## src/rtl/assert_macros.svh

```systemverilog
// assertion macros shared by the rtl files
`ifndef ASSERT_MACROS_SVH
`define ASSERT_MACROS_SVH

// expression holds on every clock out of reset
`define ASSERT_ALWAYS(lbl, clk, rstn, expr) \
    lbl: assert property (@(posedge clk) disable iff (!rstn) (expr)) \
        else $error("%m: assertion failed");

// consequent holds in the same cycle as the antecedent
`define ASSERT_IMPLIES(lbl, clk, rstn, ante, cons) \
    lbl: assert property (@(posedge clk) disable iff (!rstn) (ante) |-> (cons)) \
        else $error("%m: assertion failed");

// consequent holds in the cycle after the antecedent
`define ASSERT_NEXT(lbl, clk, rstn, ante, cons) \
    lbl: assert property (@(posedge clk) disable iff (!rstn) (ante) |=> (cons)) \
        else $error("%m: assertion failed");

`endif

```

## src/rtl/dltq_pkg.sv

```systemverilog
// shared constants and types of the delta list timeout queue
package dltq_pkg;

    localparam int POOL_SIZE   = 16;
    localparam int MAX_RESULTS = 16;
    localparam int SLOT_W      = $clog2(POOL_SIZE);
    localparam int LINK_W      = $clog2(POOL_SIZE + 1);
    localparam int BUF_W       = $clog2(MAX_RESULTS);
    localparam int CNT_W       = $clog2(MAX_RESULTS + 1);

    localparam logic [LINK_W-1:0] NIL_LINK = LINK_W'(POOL_SIZE);
    localparam logic [CNT_W-1:0]  MAX_CNT  = CNT_W'(MAX_RESULTS);

    localparam logic [1:0] MODE_INSERT  = 2'd0;
    localparam logic [1:0] MODE_CANCEL  = 2'd1;
    localparam logic [1:0] MODE_ADVANCE = 2'd2;

    localparam logic [2:0] ST_INSERTED  = 3'd0;
    localparam logic [2:0] ST_POOL_FULL = 3'd1;
    localparam logic [2:0] ST_CANCELLED = 3'd2;
    localparam logic [2:0] ST_NOT_FOUND = 3'd3;
    localparam logic [2:0] ST_EXPIRED   = 3'd4;
    localparam logic [2:0] ST_NONE      = 3'd5;

    // commands from controller to datapath
    typedef struct packed {
        logic       load;
        logic       alloc;
        logic       walk_step;
        logic       ins_place;
        logic       ins_link;
        logic       can_step;
        logic       can_unlink;
        logic       can_sum;
        logic       adv_sub;
        logic       adv_pop;
        logic       ptr_head;
        logic       emit;
        logic       emit_next;
        logic       code_we;
        logic [2:0] code;
    } dltq_cmd_t;

    // flags from datapath to controller
    typedef struct packed {
        logic free_found;
        logic ptr_nil;
        logic delta_gt;
        logic match;
        logic delta_zero;
        logic n_full;
        logic head_nil;
        logic emit_last;
    } dltq_stat_t;

endpackage

```

## src/rtl/dltq_datapath.sv

```systemverilog
// entry pool, walk pointers, result buffer and result ports
`include "assert_macros.svh"

module dltq_datapath
(
    input  logic                clk,
    input  logic                rst_n,
    input  dltq_pkg::dltq_cmd_t cmd,
    output dltq_pkg::dltq_stat_t stat,
    input  logic [31:0]         delay_ms,
    input  logic [7:0]          handler_id,
    input  logic [15:0]         arg_id,
    input  logic [31:0]         elapsed_ms,
    output logic                strobe,
    output logic [2:0]          status,
    output logic [7:0]          expired_handler,
    output logic [15:0]         expired_arg,
    output logic [31:0]         head_remaining,
    output logic                last
);
    import dltq_pkg::*;

    logic [31:0]       delta_reg   [POOL_SIZE];
    logic [7:0]        handler_reg [POOL_SIZE];
    logic [15:0]       arg_reg     [POOL_SIZE];
    logic [LINK_W-1:0] link_reg    [POOL_SIZE];
    logic [POOL_SIZE-1:0] used_reg;
    logic [LINK_W-1:0] head_reg;

    logic [23:0]       buf_reg [MAX_RESULTS];

    logic [LINK_W-1:0] ptr_reg, t_reg, slot_reg;
    logic [31:0]       d_reg, elapsed_reg, cd_reg;
    logic [7:0]        h_reg;
    logic [15:0]       a_reg;
    logic [CNT_W-1:0]  n_reg, e_reg;
    logic [2:0]        code_reg;

    logic [SLOT_W-1:0] ptr_idx, slot_idx, t_idx;
    logic [31:0]       rd_delta;
    logic [7:0]        rd_handler;
    logic [15:0]       rd_arg;
    logic [LINK_W-1:0] rd_link;
    logic [LINK_W-1:0] free_slot;
    logic              free_found;
    logic [32:0]       sum_wide;
    logic [31:0]       sum_sat, sub_sat;
    logic [23:0]       buf_rd;

    assign ptr_idx  = ptr_reg[SLOT_W-1:0];
    assign slot_idx = slot_reg[SLOT_W-1:0];
    assign t_idx    = t_reg[SLOT_W-1:0];

    // single read port at the walk pointer
    assign rd_delta   = delta_reg[ptr_idx];
    assign rd_handler = handler_reg[ptr_idx];
    assign rd_arg     = arg_reg[ptr_idx];
    assign rd_link    = link_reg[ptr_idx];

    // lowest free slot
    always_comb
    begin
        free_slot  = NIL_LINK;
        free_found = 1'b0;
        for (int i = POOL_SIZE - 1; i >= 0; i--)
        begin
            if (!used_reg[i])
            begin
                free_slot  = LINK_W'(i);
                free_found = 1'b1;
            end
        end
    end

    // saturating delta arithmetic
    assign sum_wide = {1'b0, rd_delta} + {1'b0, cd_reg};
    assign sum_sat  = sum_wide[32] ? 32'hFFFF_FFFF : sum_wide[31:0];
    assign sub_sat  = (elapsed_reg < rd_delta) ? (rd_delta - elapsed_reg) : 32'd0;

    // status flags
    always_comb
    begin
        stat.free_found = free_found;
        stat.ptr_nil    = (ptr_reg == NIL_LINK);
        stat.delta_gt   = (rd_delta > d_reg);
        stat.match      = (rd_handler == h_reg) && (rd_arg == a_reg);
        stat.delta_zero = (rd_delta == 32'd0);
        stat.n_full     = (n_reg == MAX_CNT);
        stat.head_nil   = (head_reg == NIL_LINK);
        stat.emit_last  = (n_reg == '0) || (e_reg == n_reg - CNT_W'(1));
    end

    // entry pool payload
    always_ff @(posedge clk)
    begin
        if (cmd.alloc)
        begin
            handler_reg[free_slot[SLOT_W-1:0]] <= h_reg;
            arg_reg[free_slot[SLOT_W-1:0]]     <= a_reg;
        end
        if (cmd.ins_place && (ptr_reg != NIL_LINK))
            delta_reg[ptr_idx] <= rd_delta - d_reg;
        else if (cmd.ins_link)
            delta_reg[slot_idx] <= d_reg;
        else if (cmd.can_sum && (ptr_reg != NIL_LINK))
            delta_reg[ptr_idx] <= sum_sat;
        else if (cmd.adv_sub)
            delta_reg[ptr_idx] <= sub_sat;
        if (cmd.ins_place)
            link_reg[slot_idx] <= ptr_reg;
        else if (cmd.ins_link && (t_reg != NIL_LINK))
            link_reg[t_idx] <= slot_reg;
        else if (cmd.can_unlink && (t_reg != NIL_LINK))
            link_reg[t_idx] <= rd_link;
        if (cmd.adv_pop)
            buf_reg[n_reg[BUF_W-1:0]] <= {rd_handler, rd_arg};
    end

    // used bits and head pointer
    always_ff @(posedge clk or negedge rst_n)
    begin
        if (!rst_n)
        begin
            used_reg <= '0;
            head_reg <= NIL_LINK;
        end
        else
        begin
            if (cmd.alloc)
                used_reg[free_slot[SLOT_W-1:0]] <= 1'b1;
            else if (cmd.can_unlink || cmd.adv_pop)
                used_reg[ptr_idx] <= 1'b0;
            if (cmd.ins_link && (t_reg == NIL_LINK))
                head_reg <= slot_reg;
            else if (cmd.can_unlink && (t_reg == NIL_LINK))
                head_reg <= rd_link;
            else if (cmd.adv_pop)
                head_reg <= rd_link;
        end
    end

    // transaction registers and walk pointers
    always_ff @(posedge clk)
    begin
        if (cmd.load)
        begin
            d_reg       <= delay_ms;
            h_reg       <= handler_id;
            a_reg       <= arg_id;
            elapsed_reg <= elapsed_ms;
            t_reg       <= NIL_LINK;
            ptr_reg     <= head_reg;
            n_reg       <= '0;
        end
        if (cmd.alloc)
            slot_reg <= free_slot;
        if (cmd.walk_step)
        begin
            d_reg   <= d_reg - rd_delta;
            t_reg   <= ptr_reg;
            ptr_reg <= rd_link;
        end
        if (cmd.can_step)
        begin
            t_reg   <= ptr_reg;
            ptr_reg <= rd_link;
        end
        if (cmd.can_unlink)
        begin
            cd_reg  <= rd_delta;
            ptr_reg <= rd_link;
        end
        if (cmd.adv_pop)
        begin
            n_reg   <= n_reg + CNT_W'(1);
            ptr_reg <= rd_link;
        end
        if (cmd.ptr_head)
        begin
            ptr_reg <= head_reg;
            e_reg   <= '0;
        end
        if (cmd.emit_next)
            e_reg <= e_reg + CNT_W'(1);
        if (cmd.code_we)
            code_reg <= cmd.code;
    end

    // result ports
    assign buf_rd          = buf_reg[e_reg[BUF_W-1:0]];
    assign strobe          = cmd.emit;
    assign status          = (n_reg != '0) ? ST_EXPIRED : code_reg;
    assign expired_handler = (n_reg != '0) ? buf_rd[23:16] : 8'd0;
    assign expired_arg     = (n_reg != '0) ? buf_rd[15:0] : 16'd0;
    assign head_remaining  = (ptr_reg == NIL_LINK) ? 32'd0 : rd_delta;
    assign last            = stat.emit_last;

    `ASSERT_IMPLIES(a_head_used, clk, rst_n, head_reg != NIL_LINK, used_reg[head_reg[SLOT_W-1:0]])
    `ASSERT_IMPLIES(a_pop_bound, clk, rst_n, cmd.adv_pop, n_reg != MAX_CNT)
    `ASSERT_NEXT(a_last_ends, clk, rst_n, strobe && last, !strobe)
endmodule

```

## src/rtl/dltq_ctrl.sv

```systemverilog
// sequencing state machine of the delta list timeout queue
`include "assert_macros.svh"

module dltq_ctrl
(
    input  logic                 clk,
    input  logic                 rst_n,
    input  logic                 start,
    input  logic [1:0]           mode,
    input  dltq_pkg::dltq_stat_t stat,
    output dltq_pkg::dltq_cmd_t  cmd,
    output logic                 busy
);
    import dltq_pkg::*;

    localparam logic [3:0] S_IDLE     = 4'd0;
    localparam logic [3:0] S_ALLOC    = 4'd1;
    localparam logic [3:0] S_INS_WALK = 4'd2;
    localparam logic [3:0] S_INS_LINK = 4'd3;
    localparam logic [3:0] S_CAN_WALK = 4'd4;
    localparam logic [3:0] S_CAN_SUM  = 4'd5;
    localparam logic [3:0] S_ADV_SUB  = 4'd6;
    localparam logic [3:0] S_ADV_POP  = 4'd7;
    localparam logic [3:0] S_FIN      = 4'd8;
    localparam logic [3:0] S_EMIT     = 4'd9;

    logic [3:0] state_reg, state_next;

    // next state and commands
    always_comb
    begin
        state_next = state_reg;
        cmd        = '0;
        unique case (state_reg)
            S_IDLE:
            begin
                if (start)
                begin
                    cmd.load = 1'b1;
                    case (mode)
                        MODE_INSERT:  state_next = S_ALLOC;
                        MODE_CANCEL:  state_next = S_CAN_WALK;
                        MODE_ADVANCE:
                        begin
                            cmd.code_we = 1'b1;
                            cmd.code    = ST_NONE;
                            state_next  = stat.head_nil ? S_FIN : S_ADV_SUB;
                        end
                        default:
                        begin
                            cmd.code_we = 1'b1;
                            cmd.code    = ST_NONE;
                            state_next  = S_FIN;
                        end
                    endcase
                end
            end
            S_ALLOC:
            begin
                if (stat.free_found)
                begin
                    cmd.alloc  = 1'b1;
                    state_next = S_INS_WALK;
                end
                else
                begin
                    cmd.code_we = 1'b1;
                    cmd.code    = ST_POOL_FULL;
                    state_next  = S_FIN;
                end
            end
            S_INS_WALK:
            begin
                if (stat.ptr_nil || stat.delta_gt)
                begin
                    cmd.ins_place = 1'b1;
                    state_next    = S_INS_LINK;
                end
                else
                    cmd.walk_step = 1'b1;
            end
            S_INS_LINK:
            begin
                cmd.ins_link = 1'b1;
                cmd.code_we  = 1'b1;
                cmd.code     = ST_INSERTED;
                state_next   = S_FIN;
            end
            S_CAN_WALK:
            begin
                if (stat.ptr_nil)
                begin
                    cmd.code_we = 1'b1;
                    cmd.code    = ST_NOT_FOUND;
                    state_next  = S_FIN;
                end
                else if (stat.match)
                begin
                    cmd.can_unlink = 1'b1;
                    state_next     = S_CAN_SUM;
                end
                else
                    cmd.can_step = 1'b1;
            end
            S_CAN_SUM:
            begin
                cmd.can_sum = 1'b1;
                cmd.code_we = 1'b1;
                cmd.code    = ST_CANCELLED;
                state_next  = S_FIN;
            end
            S_ADV_SUB:
            begin
                cmd.adv_sub = 1'b1;
                state_next  = S_ADV_POP;
            end
            S_ADV_POP:
            begin
                if (!stat.n_full && !stat.ptr_nil && stat.delta_zero)
                    cmd.adv_pop = 1'b1;
                else
                    state_next = S_FIN;
            end
            S_FIN:
            begin
                cmd.ptr_head = 1'b1;
                state_next   = S_EMIT;
            end
            S_EMIT:
            begin
                cmd.emit = 1'b1;
                if (stat.emit_last)
                    state_next = S_IDLE;
                else
                    cmd.emit_next = 1'b1;
            end
            default:
                state_next = S_IDLE;
        endcase
    end

    // state register
    always_ff @(posedge clk or negedge rst_n)
    begin
        if (!rst_n)
            state_reg <= S_IDLE;
        else
            state_reg <= state_next;
    end

    assign busy = (state_reg != S_IDLE);

    `ASSERT_IMPLIES(a_emit_busy, clk, rst_n, cmd.emit, busy)
    `ASSERT_NEXT(a_start_busy, clk, rst_n, start && !busy, busy)
    `ASSERT_ALWAYS(a_one_write, clk, rst_n, $onehot0({cmd.ins_place, cmd.ins_link, cmd.can_sum, cmd.adv_sub}))
endmodule

```

## src/rtl/delta_list_timeout_queue_unit.sv

```systemverilog
// top level of the delta list timeout queue
//
// A transaction is taken when start is high and busy is low; busy stays high
// until the last result has been shown. Results appear one per cycle with
// strobe high, the final one marked by last, and cannot be held off. An
// insert or cancel walks the linked entries one per cycle and shows one
// result; an advance pops the expired entries in turn and shows one result
// per expiry, or a single result when none expire. The single read port of
// the entry pool limits each walk to one entry at a time.
module delta_list_timeout_queue_unit
(
    input  logic        clk,
    input  logic        rst_n,
    input  logic        start,
    output logic        busy,
    input  logic [1:0]  mode,
    input  logic [31:0] delay_ms,
    input  logic [7:0]  handler_id,
    input  logic [15:0] arg_id,
    input  logic [31:0] elapsed_ms,
    output logic        strobe,
    output logic [2:0]  status,
    output logic [7:0]  expired_handler,
    output logic [15:0] expired_arg,
    output logic [31:0] head_remaining,
    output logic        last
);
    import dltq_pkg::*;

    dltq_cmd_t  cmd;
    dltq_stat_t stat;

    // controller
    dltq_ctrl u_ctrl
    (
        .clk   (clk),
        .rst_n (rst_n),
        .start (start),
        .mode  (mode),
        .stat  (stat),
        .cmd   (cmd),
        .busy  (busy)
    );

    // datapath
    dltq_datapath u_datapath
    (
        .clk             (clk),
        .rst_n           (rst_n),
        .cmd             (cmd),
        .stat            (stat),
        .delay_ms        (delay_ms),
        .handler_id      (handler_id),
        .arg_id          (arg_id),
        .elapsed_ms      (elapsed_ms),
        .strobe          (strobe),
        .status          (status),
        .expired_handler (expired_handler),
        .expired_arg     (expired_arg),
        .head_remaining  (head_remaining),
        .last            (last)
    );
endmodule
```

## config.mk

```make
export PLATFORM = sky130hd
export DESIGN_NAME = delta_list_timeout_queue_unit
export DESIGN_NICKNAME = d
export VERILOG_FILES = /design/src/rtl/dltq_pkg.sv /design/src/rtl/dltq_datapath.sv /design/src/rtl/dltq_ctrl.sv /design/src/rtl/delta_list_timeout_queue_unit.sv
export VERILOG_INCLUDE_DIRS = /design/src /design/src/rtl
export SDC_FILE = /design/constraint.sdc
export NUM_CORES = 2
export LEC_CHECK = 0
export ABC_AREA = 0
export BUFFER_PORTS_ARGS = -buffer_cell sky130_fd_sc_hd__buf_2
export CORE_ASPECT_RATIO = 0.6
export CORE_MARGIN = 1
export CORE_UTILIZATION = 40
export DETAILED_ROUTE_END_ITERATION = 8
export SLEW_MARGIN = 20
export SYNTH_ARGS = -nofsm -noshare
export SYNTH_HDL_FRONTEND = slang
export SYNTH_SLANG_ARGS = --single-unit
```

## constraint.sdc

```tcl
create_clock -name clk -period 20.1 [get_ports clk]
set_clock_uncertainty 0.1 [all_clocks]
set_input_delay 0 -clock clk [delete_from_list [all_inputs] [get_ports clk]]
set_output_delay 0 -clock clk [all_outputs]
set_load 0.02 [all_outputs]
```

Yosys cells after proc, flatten, opt, wreduce, memory -nomap -nowiden --
Memories as Yosys holds them, arrays and structs flattened. A register that Yosys moved wholly into a read port is not among the register bits. Index checks and enable logic that the tools add are counted.
Storage, ports and cells: register bits after elaboration 173, input port bits 93, ROM bits 0, bits in writable memories 1360, memories 5, bits in latches 0, logic and storage cells 236
Memories:
- u_datapath.delta_reg | words 16, bits a word 32, rd ports 1, clocked after Yosys merged registers in 1, wr ports 1, RTL line dltq_datapath.sv:23 | logic [31:0] delta_reg [POOL_SIZE];
- u_datapath.buf_reg | words 16, bits a word 24, rd ports 1, clocked after Yosys merged registers in 1, wr ports 1, RTL line dltq_datapath.sv:30 | logic [23:0] buf_reg [MAX_RESULTS];
- u_datapath.arg_reg | words 16, bits a word 16, rd ports 1, clocked after Yosys merged registers in 1, wr ports 1, RTL line dltq_datapath.sv:25 | logic [15:0] arg_reg [POOL_SIZE];
- u_datapath.handler_reg | words 16, bits a word 8, rd ports 1, clocked after Yosys merged registers in 1, wr ports 1, RTL line dltq_datapath.sv:24 | logic [7:0] handler_reg [POOL_SIZE];
- u_datapath.link_reg | words 16, bits a word 5, rd ports 1, clocked after Yosys merged registers in 1, wr ports 1, RTL line dltq_datapath.sv:26 | logic [LINK_W-1:0] link_reg [POOL_SIZE];
Operators by class: eq/ne operators 25, shift operators 0, multiplexer cells 137, bitwise gates (word level) 6, divide/modulo/power cells 0, multipliers 0, reduce and logical (&&, ||, !) cells 35, $lt $le $gt $ge 6, add/subtract/negate cells 7
Operator list (number):
- $mux W32 | 8
- $mux W4 | 34
- $sub A32 B32 Y32 | 3
- $mux W5 | 19
- $mux W1 | 62
- $mux W16 | 3
- $pmux W4 S9 | 1
- $add A32 B32 Y33 | 1
- $gt A32 B32 Y1 | 1
- $logic_not A32 Y1 | 1
- $lt A32 B32 Y1 | 1
- $reduce_or A32 Y1 | 1
- $eq A5 B5 Y1 const B | 4
- $pmux W4 S5 | 1
- $and A16 B16 Y16 | 1
- $eq A16 B16 Y1 | 1
- $eq A4 B3 Y1 const B | 4
- $not A16 Y16 | 1
- $or A16 B16 Y16 | 1
- $reduce_and A15 Y1 | 1
- $pmux W4 S3 | 1
- $logic_and A1 B1 Y1 | 11
- $add A5 B1 Y5 const B | 2
- $lt A4 B5 Y1 const B | 2
- 31 further kinds | 51

Longest topological paths before layout --
depth in word-level cells 22, depth in mapped cells 21, mapped depth without buffers 16

By module --
A second synthesis with hierarchy kept.
Unflattened totals: cell total of the unflattened synthesis 3781, area total of the unflattened synthesis 67260.8 um2
Modules (own cells, without submodules):
- dltq_datapath | instances 1, area an instance 66710.2 um2, cells an instance 3712, seq. area each 45970.3 um2
- dltq_ctrl | instances 1, area an instance 550.5 um2, cells an instance 69, seq. area each 100.1 um2

Worst setup path after synthesis --
OpenSTA, ideal clock, no wires.
path kind reg-to-reg, from register (tool-made name), to memory u_datapath.delta_reg[4][0] (enable), cell stages (with the launch flop) 19, data required time 19.579 ns, arrival 5.991 ns, library setup time 0.421 ns, clock period less this slack 6.512 ns, setup slack 13.588 ns, cells stage by stage dfxtp_1 -> buf_2 -> buf_2 -> buf_2 -> buf_2 -> buf_1 -> mux4_2 -> a221oi_1 -> ha_1 -> clkbuf_1 -> nand4_1 -> or3_1 -> a211o_1 -> o22ai_1 -> or2_2 -> o21ai_1 -> o211ai_1 -> o21ai_0 -> nor2_1
RTL lines (RTL line):
- end: declaration | dltq_datapath.sv:23

==> impl_summary.txt <==
----------------------------------------------------
[Status]
  Outcome ... completed

[Clock network]
  Clock sinks ... between 1.5k and 2k
  Clk Latency, worst-skew pair ... about 0.8 ns
  Number of buffers created by CTS ... around 150
  Clock-pin slew reported for the worst setup and hold paths after clock tree synthesis ... 0.07 ns
  Count of cells resized by post-cts repair ... 0
  H-Tree Level Count ... 4
  Deepest clock path buffer count ... 4
  TritonCTS clock tree ... built
  Buffer type at the clock tree root ... clkbuf_16

[Yosys]
  Dominant cell type by area after synthesis ... edfxtp_1
  Leading post-synthesis cells by instance count ... edfxtp_1 (1508), mux4_2 (366), nor2_1 (198)
  Yosys Warn Count ... 0
  Flip-flop and latch count after synthesis ... about 1.5k
  Largest cells by area after synthesis ... edfxtp_1 (66%), mux4_2 (12%), ha_1 (2.4%)
  Post-synth top area share ... 66.03%
  Mean Syn Cell Area ... roughly 17 sq um
  Sequential element share of the synthesized area ... between 60% and 70%
  Count of unique library cells instantiated by Yosys ... slightly above 80
  Number of enable flip-flop cells after synthesis ... between 1.5k and 2k
  Primary flip-flop cell chosen by synthesis mapping ... edfxtp_1
  FFs w/ async S/R, synth ... 1.622%
  Most numerous cell in the Yosys netlist ... edfxtp_1
  Post-Syn Nets ... between 4k and 5k
  Combined area of all synthesized cells ... 0.06858 sq mm
  Number of cells produced by synthesis ... just over 4k

[Die]
  Row cnt ... 117
  Overall die area ... roughly 0.17 sq mm
  Initial cell density of the core ... approximately 40%
  Horizontal extent of the die ... 536.5 microns
  DIE HEIGHT ... around 320 microns
  Core Box Area ... 0.1700 sq mm
  Top Ports ... between 150 and 200

[Timing]
  Sum Neg Setup Slack ... 0 ns
  Maximum clock frequency ... 116.7 MHz
  Post-route minimum period ... about 8.6 ns
  Fraction of the cycle the final worst path needs ... between 40 and 50%
  Number of failing setup endpoints in the final timing report ... 0
  Unrepaired setup endpoints after global routing ... no
  Worst slew margin relative to its limit ... a little over 20%
  Final hold violations ... 0
  Actual transition at the worst max-transition pin ... approximately 1.2 ns
  Max-slew violation count ... 0

[Placement]
  Detailed placer's ending HPWL ... ~120000 microns
  Number of buffer cells added on primary ports ... 154
  RePlAce Congestion ... between 0.9 and 1

[Layout]
  Fill cell instance count of the final layout ... 14.39k
  Number of flip-flops under the largest register name ... a little over 500
  Register area ... 0.04609 sq mm
  Number of nets in the layout ... 4722
  Area of combinational cells with multiple inputs ... approximately 0.021 sq mm
  Relative area change from synthesis to final layout ... 15.08%
  Share of final-layout standard cells stronger than drive strength 1 ... about 22%

[Critical path]
  Cell type group with the largest total delay on the critical path ... compound AO/OA/AOI/OAI gates
  Launching element type of the critical path ... flip-flop
  Highest cell delay on the worst timing path ... between 0.9 and 1 ns
  CP Max Fanout ... 43
  Required time of the critical path ... slightly above 20 ns
  Cell repeated most along the worst path ... buf_4
  Critical path's slowest cell ... a221oi_1
  Critical Setup Path Class ... reg -> reg
  Number of buffers and inverters on the critical path ... 3
  Arrival time worst endpoint ... about 8.9 ns
  Ordered cell list for the critical path ... buf_4 > buf_4 > mux4_2 > a22o_1 > a221oi_1 > inv_1 > ha_1 > o211ai_1 > a21o_1 > a211o_1 > a211oi_1 > o2111ai_1 > a21oi_1 > or2_2 > o221ai_1 > a31oi_2
  Worst Setup End Kind ... flip-flop

[Drt]
  Number of search-and-repair iterations in the first detailed-routing pass ... 8
  Drt initial violations ... ~5.3k
  Wire length reported by the detailed router ... 194300 microns
  Avg Vias per Cell ... approximately 5.9
  Via Count ... 40.54k
  Antenna violation net count after detailed routing ... 0
  Number of remaining DRC errors ... 0
  Average routed wire per standard cell ... ~28 microns

[Global route]
  Number of antenna violations at the first check in global routing ... 4
  Largest net degree at the start of global routing ... 99
  Total congestion overflow after global routing ... 0
  Global-route wire length before repair ... 280400 microns
  Vias in the first global route ... a little under 40k
  Total Routing Usage GR ... between 20% and 30%

[Run]
  Max Cap Viol ... 0

[Worst hold path]
  Class of the most critical hold timing path ... in -> reg

----------------------------------------------------
-- per-layer routing --
layer | GRT usage [%] | wire length [microns]
met5 | 0 | 24
met4 | 3.969 | 3179
met3 | 6.384 | 21070
met2 | 31.25 | 81460
met1 | 34.61 | 88540
-- placed cells by master (no fill, tap or decap), drive strengths merged, types with 17 or more instances in the layout --
cell	n
dfrtp	24
a22o	40
edfxtp	1508
nor4	20
xnor2	107
a21o	62
a22oi	24
a31oi	46
nand4	36
a221oi	39
o21bai	24
a211oi	35
o21a	28
clkinv	55
nor2	198
nand2b	37
mux4	366
buf	276
o22ai	18
ha	133
inv	161
mux2i	65
dlygate4sd3	166
o21ai	133
nand2	161
xor2	59
nand3	51
o221ai	17
clkbuf	170
or3	19
a21oi	152
o211ai	19
nor2b	52
nor3	52
mux2	41
-- layout make-up --
class / count / share of cell area, %
Sequential cell: 1541 / 58.41
Multi-Input combinational cell: 2206 / 27.20
Clock buffer: 170 / 4.783
Timing Repair Buffer: 442 / 4.271
Tap cell: 2261 / 3.585
Clock inverter: 81 / 1.010
Inverter: 155 / 0.7373
Antenna cell: 2 / 0.006342
-- worst min-delay path, cell delays in order --
cell	delay, ns
dlygate4sd3_1	0.51
buf_2	0.15
nand2_1	0.06
o21ai_0	0.07
-- repair_timing --
action                     4_1_cts  5_1_grt
hold endpoints to repair       122        0
setup endpoints to repair        0        0
hold buffers                   167        0
setup buffers                    0        0
-- stage by stage --
step / hold WS [ns] / instances / area, sq um / worst slack (ns) / util, %
3_3_place_gp: -0.02535 / 6436 / 72600 / 11.63 / 42.72
3_5_place_dp: -0.02780 / 6437 / 72620 / 11.46 / 42.73
2_1_floorplan: -0.3956 / 4099 / 68580 / 13.59 / -
6_report: 0.02364 / 6858 / 78910 / 11.53 / 46.43
4_1_cts: 0.00007855 / 6855 / 78870 / 11.44 / 46.40
5_1_grt: 0.02173 / 6856 / 78910 / 11.03 / 46.43
-- worst paths after layout --
check                      slack, ns                   start  depth (start not counted)                           to
min in group asynchronous       0.27                   rst_n                          3       u_datapath.head_reg[4]
hold / removal                  0.02             delay_ms[2]                          4          u_datapath.d_reg[2]
setup / recovery               11.53               flip-flop                         16  u_datapath.delta_reg[4][24]
hold reg to reg                 0.43  u_datapath.head_reg[3]                          1       u_datapath.head_reg[3]
setup reg to reg               11.53               flip-flop                         16  u_datapath.delta_reg[4][24]
max in group asynchronous      19.40                   rst_n                          4       u_datapath.head_reg[3]
-- cells by family after synthesis --
| logic type | after synthesis | share of synthesized area [%] |
|---|---|---|
| buffers and inverters | 352 | 2.180 |
| adders and majority gates | 137 | 2.543 |
| AOI/OAI and AO/OA | 744 | 7.466 |
| DFF | 1541 | 67.18 |
| muxes | 472 | 13.64 |
| and+or+nand+nor | 687 | 4.866 |
| xor gates and xnor gates | 166 | 2.120 |
Power is not shown: default switching activity piles up to over one toggle a cycle in this logic, so the estimate is an artifact.
